File: src/rtl/core/ehi_pkg.sv
// ----------------------------------------------------------------------------
// ehi_pkg
// Shared types and constants of the expiring hash index.
// ----------------------------------------------------------------------------
package ehi_pkg;

  localparam int EhiCapacity = 256;
  localparam int EhiIdBytes  = 8;

  localparam logic [63:0] FnvOffset = 64'd1469598103934665603;
  localparam logic [63:0] FnvLow    = 64'd435;
  localparam logic [31:0] HitsMax   = 32'hFFFF_FFFF;

  localparam logic [2:0] ReqPut    = 3'd0;
  localparam logic [2:0] ReqLookup = 3'd1;
  localparam logic [2:0] ReqRemove = 3'd2;
  localparam logic [2:0] ReqPrune  = 3'd3;
  localparam logic [2:0] ReqClear  = 3'd4;

  typedef struct packed {
    logic        used;
    logic [63:0] key;
    logic [63:0] expiry;
    logic [31:0] hits;
    logic [3:0]  kind;
  } entry_t;

  typedef struct packed {
    logic load;
    logic hash_step;
    logic mod_step;
    logic probe_rd;
    logic probe_eval;
    logic sweep_rd;
    logic sweep_eval;
    logic clr_wr;
    logic finish;
  } cmd_t;

  typedef struct packed {
    logic [2:0] in_req;
    logic       in_refused;
    logic       hash_last;
    logic       mod_last;
    logic       used;
    logic       match;
    logic       probe_last;
    logic       sweep_last;
    logic       out_busy;
  } stat_t;

endpackage

File: src/rtl/core/ehi_ctrl.sv
// ----------------------------------------------------------------------------
// ehi_ctrl
// Sequencer of the expiring hash index: hash, reduce, probe and sweep steps.
// ----------------------------------------------------------------------------
module ehi_ctrl
  import ehi_pkg::*;
(
  input  logic  clk_i,
  input  logic  rst_ni,
  input  logic  in_valid_i,
  output logic  in_ready_o,
  input  stat_t st_i,
  output cmd_t  cmd_o
);

  typedef enum logic [9:0] {
    S_INIT = 10'b00_0000_0001,
    S_IDLE = 10'b00_0000_0010,
    S_HASH = 10'b00_0000_0100,
    S_MOD  = 10'b00_0000_1000,
    S_PRD  = 10'b00_0001_0000,
    S_PEV  = 10'b00_0010_0000,
    S_CLR  = 10'b00_0100_0000,
    S_SRD  = 10'b00_1000_0000,
    S_SEV  = 10'b01_0000_0000,
    S_DONE = 10'b10_0000_0000
  } state_e;

  state_e state_q, state_d;

  always_comb begin
    state_d    = state_q;
    cmd_o      = '0;
    in_ready_o = 1'b0;
    case (state_q)
      S_INIT: begin
        cmd_o.clr_wr = 1'b1;
        if (st_i.sweep_last) state_d = S_IDLE;
      end
      S_IDLE: begin
        in_ready_o = 1'b1;
        if (in_valid_i) begin
          cmd_o.load = 1'b1;
          case (st_i.in_req)
            ReqPut:    state_d = st_i.in_refused ? S_DONE : S_HASH;
            ReqLookup: state_d = S_HASH;
            ReqRemove: state_d = S_HASH;
            ReqPrune:  state_d = S_SRD;
            ReqClear:  state_d = S_CLR;
            default:   state_d = S_DONE;
          endcase
        end
      end
      S_HASH: begin
        cmd_o.hash_step = 1'b1;
        if (st_i.hash_last) state_d = S_MOD;
      end
      S_MOD: begin
        cmd_o.mod_step = 1'b1;
        if (st_i.mod_last) state_d = S_PRD;
      end
      S_PRD: begin
        cmd_o.probe_rd = 1'b1;
        state_d        = S_PEV;
      end
      S_PEV: begin
        cmd_o.probe_eval = 1'b1;
        if (!st_i.used || st_i.match || st_i.probe_last) state_d = S_DONE;
        else state_d = S_PRD;
      end
      S_CLR: begin
        cmd_o.clr_wr = 1'b1;
        if (st_i.sweep_last) state_d = S_DONE;
      end
      S_SRD: begin
        cmd_o.sweep_rd = 1'b1;
        state_d        = S_SEV;
      end
      S_SEV: begin
        cmd_o.sweep_eval = 1'b1;
        state_d = st_i.sweep_last ? S_DONE : S_SRD;
      end
      S_DONE: begin
        if (!st_i.out_busy) begin
          cmd_o.finish = 1'b1;
          state_d      = S_IDLE;
        end
      end
      default: state_d = S_INIT;
    endcase
  end

  always_ff @(posedge clk_i or negedge rst_ni) begin
    if (!rst_ni) begin
      state_q <= S_INIT;
    end else begin
      state_q <= state_d;
    end
  end

endmodule

File: config.mk
export PLATFORM = sky130hd
export DESIGN_NAME = ehi_ctrl
export DESIGN_NICKNAME = d
export VERILOG_FILES = /design/src/rtl/core/ehi_pkg.sv /design/src/rtl/core/ehi_ctrl.sv
export SDC_FILE = /design/constraint.sdc
export NUM_CORES = 1
export LEC_CHECK = 0
export BUFFER_PORTS_ARGS = -buffer_cell sky130_fd_sc_hd__buf_2
export CAP_MARGIN = 25
export CORE_AREA = 8 8 57 59
export CTS_CLUSTER_DIAMETER = 60
export DETAILED_ROUTE_END_ITERATION = 10
export DIE_AREA = 0 0 65 67
export PLACE_DENSITY = 0.58
export SLEW_MARGIN = 20
export SYNTH_ARGS = -nofsm -noshare
export SYNTH_HDL_FRONTEND = slang
export SYNTH_SLANG_ARGS = --single-unit
File: constraint.sdc
create_clock -name clk_i -period 3.9 [get_ports clk_i]
set_input_delay 0.975 -clock clk_i [delete_from_list [all_inputs] [get_ports clk_i]]
set_output_delay 0.975 -clock clk_i [all_outputs]
set_load 0.05 [all_outputs]
==> summary.txt <==
Outcome
  – Status: complete, no violations

Clocking
  – Worst skew pair latency: 270 ps
  – Root Buffer: clkbuf_4
  – Max H-tree Level: 1
  – Postcts setup bufs: 0
  – Clk slew on worst S/H paths: 70 ps
  – Clock Path Buffers: 2
  – Sink Count: 10
  – Cts bufs inserted: 3
  – Post-CTS sizing: 0
  – CTS Hold Buffers Added: 0
  – CTS tree: yes

Routing
  – Vias per cell: 5.37
  – Initial DRC Count: 22
  – Initial DRT Pass Iterations: 4
  – WL final: approximately 2.1 mm
  – Antenna Violating Nets Remaining: 0
  – Per-cell routed wire length: 14.0 um
  – Via count: 816
  – DRC errors left: 0

Final layout
  – Synth-to-layout area growth: 22.4%
  – Layout cells sized above 1: 0.320
  – Largest registers: state_q x10
  – Nets: 137
  – Largest reg by FF count: state_q
  – Largest register FFs: 10
  – # diodes: 0

Timing
  – Worst Skew: around 5.6 ps
  – Final hold vios: 0
  – RSZ-0062 raised after global routing: no
  – Fmax: 338 MHz
  – Slew Limit Fails: 0
  – Setup TNS: 0 ps
  – Slew margin rel.: 0.723
  – Tmin final: around 3000 ps
  – Worst-Margin Slew: 412 ps
  – Setup violations, final: 0
  – Tcrit/Tclk final: 0.758

Power and ir drop
  – Total power: 0.000539 W
  – Power Density: 552 nW/um^2
  – Lkg Pwr: 0.458 nW
  – Peak VDD IR: 0.000252 V

Die
  – # rows: 18
  – Die Area: about 4400 sq um
  – Die Height: 67 um
  – # IOs: 24
  – DIE WIDTH: 65 um
  – Core Box Area: 2360 sq um
  – Starting Density: 0.338

Synth
  – Post-synth top area cell: dfrtp_1
  – Seq/Total Area, Yosys: 0.315
  – Synth area leaders: dfrtp_1 28%, nand2_1 5.6%, nor2_1 5.2%
  – Async SR Flop Fraction: 1.00
  – Netlist cell types: 37
  – Main synth FF type: dfrtp_1
  – Synth Net Count: roughly 110
  – Yosys top cell area share: 0.282
  – EDFF count, synth: 0
  – Gate Count Post-Synth: 95
  – Syn Area/Cell: 8.40 sq um
  – Yosys reg bits: 10
  – Yosys warns: 0
  – Cell area after synthesis: 798 sq um

Critical path
  – CP Max Fanout: 6
  – Crit end category: output pin
  – Crit Path Category: reg -> out
  – Startpoint types: flop
  – WP data arrival: 1980 ps
  – Crit path required time: 2920 ps

GRT
  – GR Overflow Total: 0
  – Vias in the first global route: 806
  – Largest net degree at the start of global routing: 11
  – First-pass GRT wire length: 3.60 mm
  – Initial antenna violation count: 0
  – Gr usage total: 0.105

Placement
  – GP Congestion: a little under 0.9
  – IO buf count: 23
  – HPWL after detailed placement: 1.78 mm

Flow run
  – Max-Cap Viols: 0

Hold path
  – Worst hold path type: reg -> reg
final timing paths:
check / start / end / slack [ps] / depth (start not counted)
max in group asynchronous: rst_ni / state_q[0] / 3080 / 1
setup / recovery: state_q[8] / cmd_o[4] / 940 / 4
hold reg to reg: state_q[0] / state_q[0] / 550 / 1
hold / removal: state_q[0] / state_q[0] / 550 / 1
min in group asynchronous: rst_ni / state_q[9] / 560 / 1
setup reg to reg: state_q[1] / state_q[4] / 2030 / 5
kinds of logic after synthesis:
logic type,synth area share
AND/OR/NAND/NOR,0.381
XOR/XNOR,0.0329
buffers and inverters,0.0423
AO/OA/AOI/OAI,0.204
flip-flops,0.315
multiplexers,0.0251
per-stage QoR:
step | cells | utilization | cell area (sq um) | hold WS [ps] | setup WS [ps]
after floorplan | 95 | - | 798 | 505 | 769
after global placement | 148 | 0.402 | 951 | 538 | 1250
after detailed placement | 148 | 0.402 | 951 | 538 | 1240
after CTS | 152 | 0.413 | 977 | 547 | 944
after global routing | 152 | 0.413 | 977 | 557 | 778
final | 152 | 0.413 | 977 | 547 | 944
cells in the final DEF (no fill, tap or decap), types with 2 or more instances in the layout:
cell type / netlist / layout
a21oi_1: 2 / 2
buf_2: 0 / 23
clkbuf_4: 0 / 3
dfrtp_1: 9 / 9
inv_1: 9 / 9
mux2i_1: 2 / 2
nand2_1: 12 / 12
nand3_1: 6 / 6
nor2_1: 11 / 11
nor2b_1: 4 / 4
nor3_1: 2 / 2
nor3b_1: 3 / 3
o21ai_0: 3 / 3
o22ai_1: 4 / 4
o2bb2ai_1: 2 / 2
or3_4: 2 / 2
xor2_1: 2 / 2
cell type report:
class	instances	area, sq um
Fill cell	248	1390
Multi-Input combinational cell	76	513
Sequential cell	10	251
Timing Repair Buffer	23	115
Tap cell	30	37.5
Inverter	9	33.8
Clock buffer	4	26.3
Yosys cell counts (2+ instances only):
cell type	number
nand3_1	6
dfrtp_1	9
a21oi_1	2
nand2_1	12
inv_1	9
nor3_1	2
o2bb2ai_1	2
nor2_1	11
o22ai_1	4
nor3b_1	3
o21ai_0	3
nor2b_1	4
or3_4	2
mux2i_1	2
xor2_1	2
critical path, cell delays in order (launching register included):
cell and delay (ps):
dfrtp_1 450, nor3_2 370, nand3_1 180, nor3b_1 370
buf_2 340
metal layers:
| metal | global-route usage | routed length (um) |
|---|---|---|
| met2 | 0.161 | 961 |
| met5 | 0 | 0 |
| met1 | 0.134 | 1020 |
| met3 | 0.0134 | 99 |
| met4 | 0.0736 | 53 |
power breakdown:
group | total [W] | internal (W) | switching (W)
Combinational | 0.000312 | 0.000114 | 0.000198
Sequential | 0.000151 | 0.000123 | 0.0000278
Clock | 0.0000760 | 0.0000395 | 0.0000365
(Power assumes the default switching activity.)
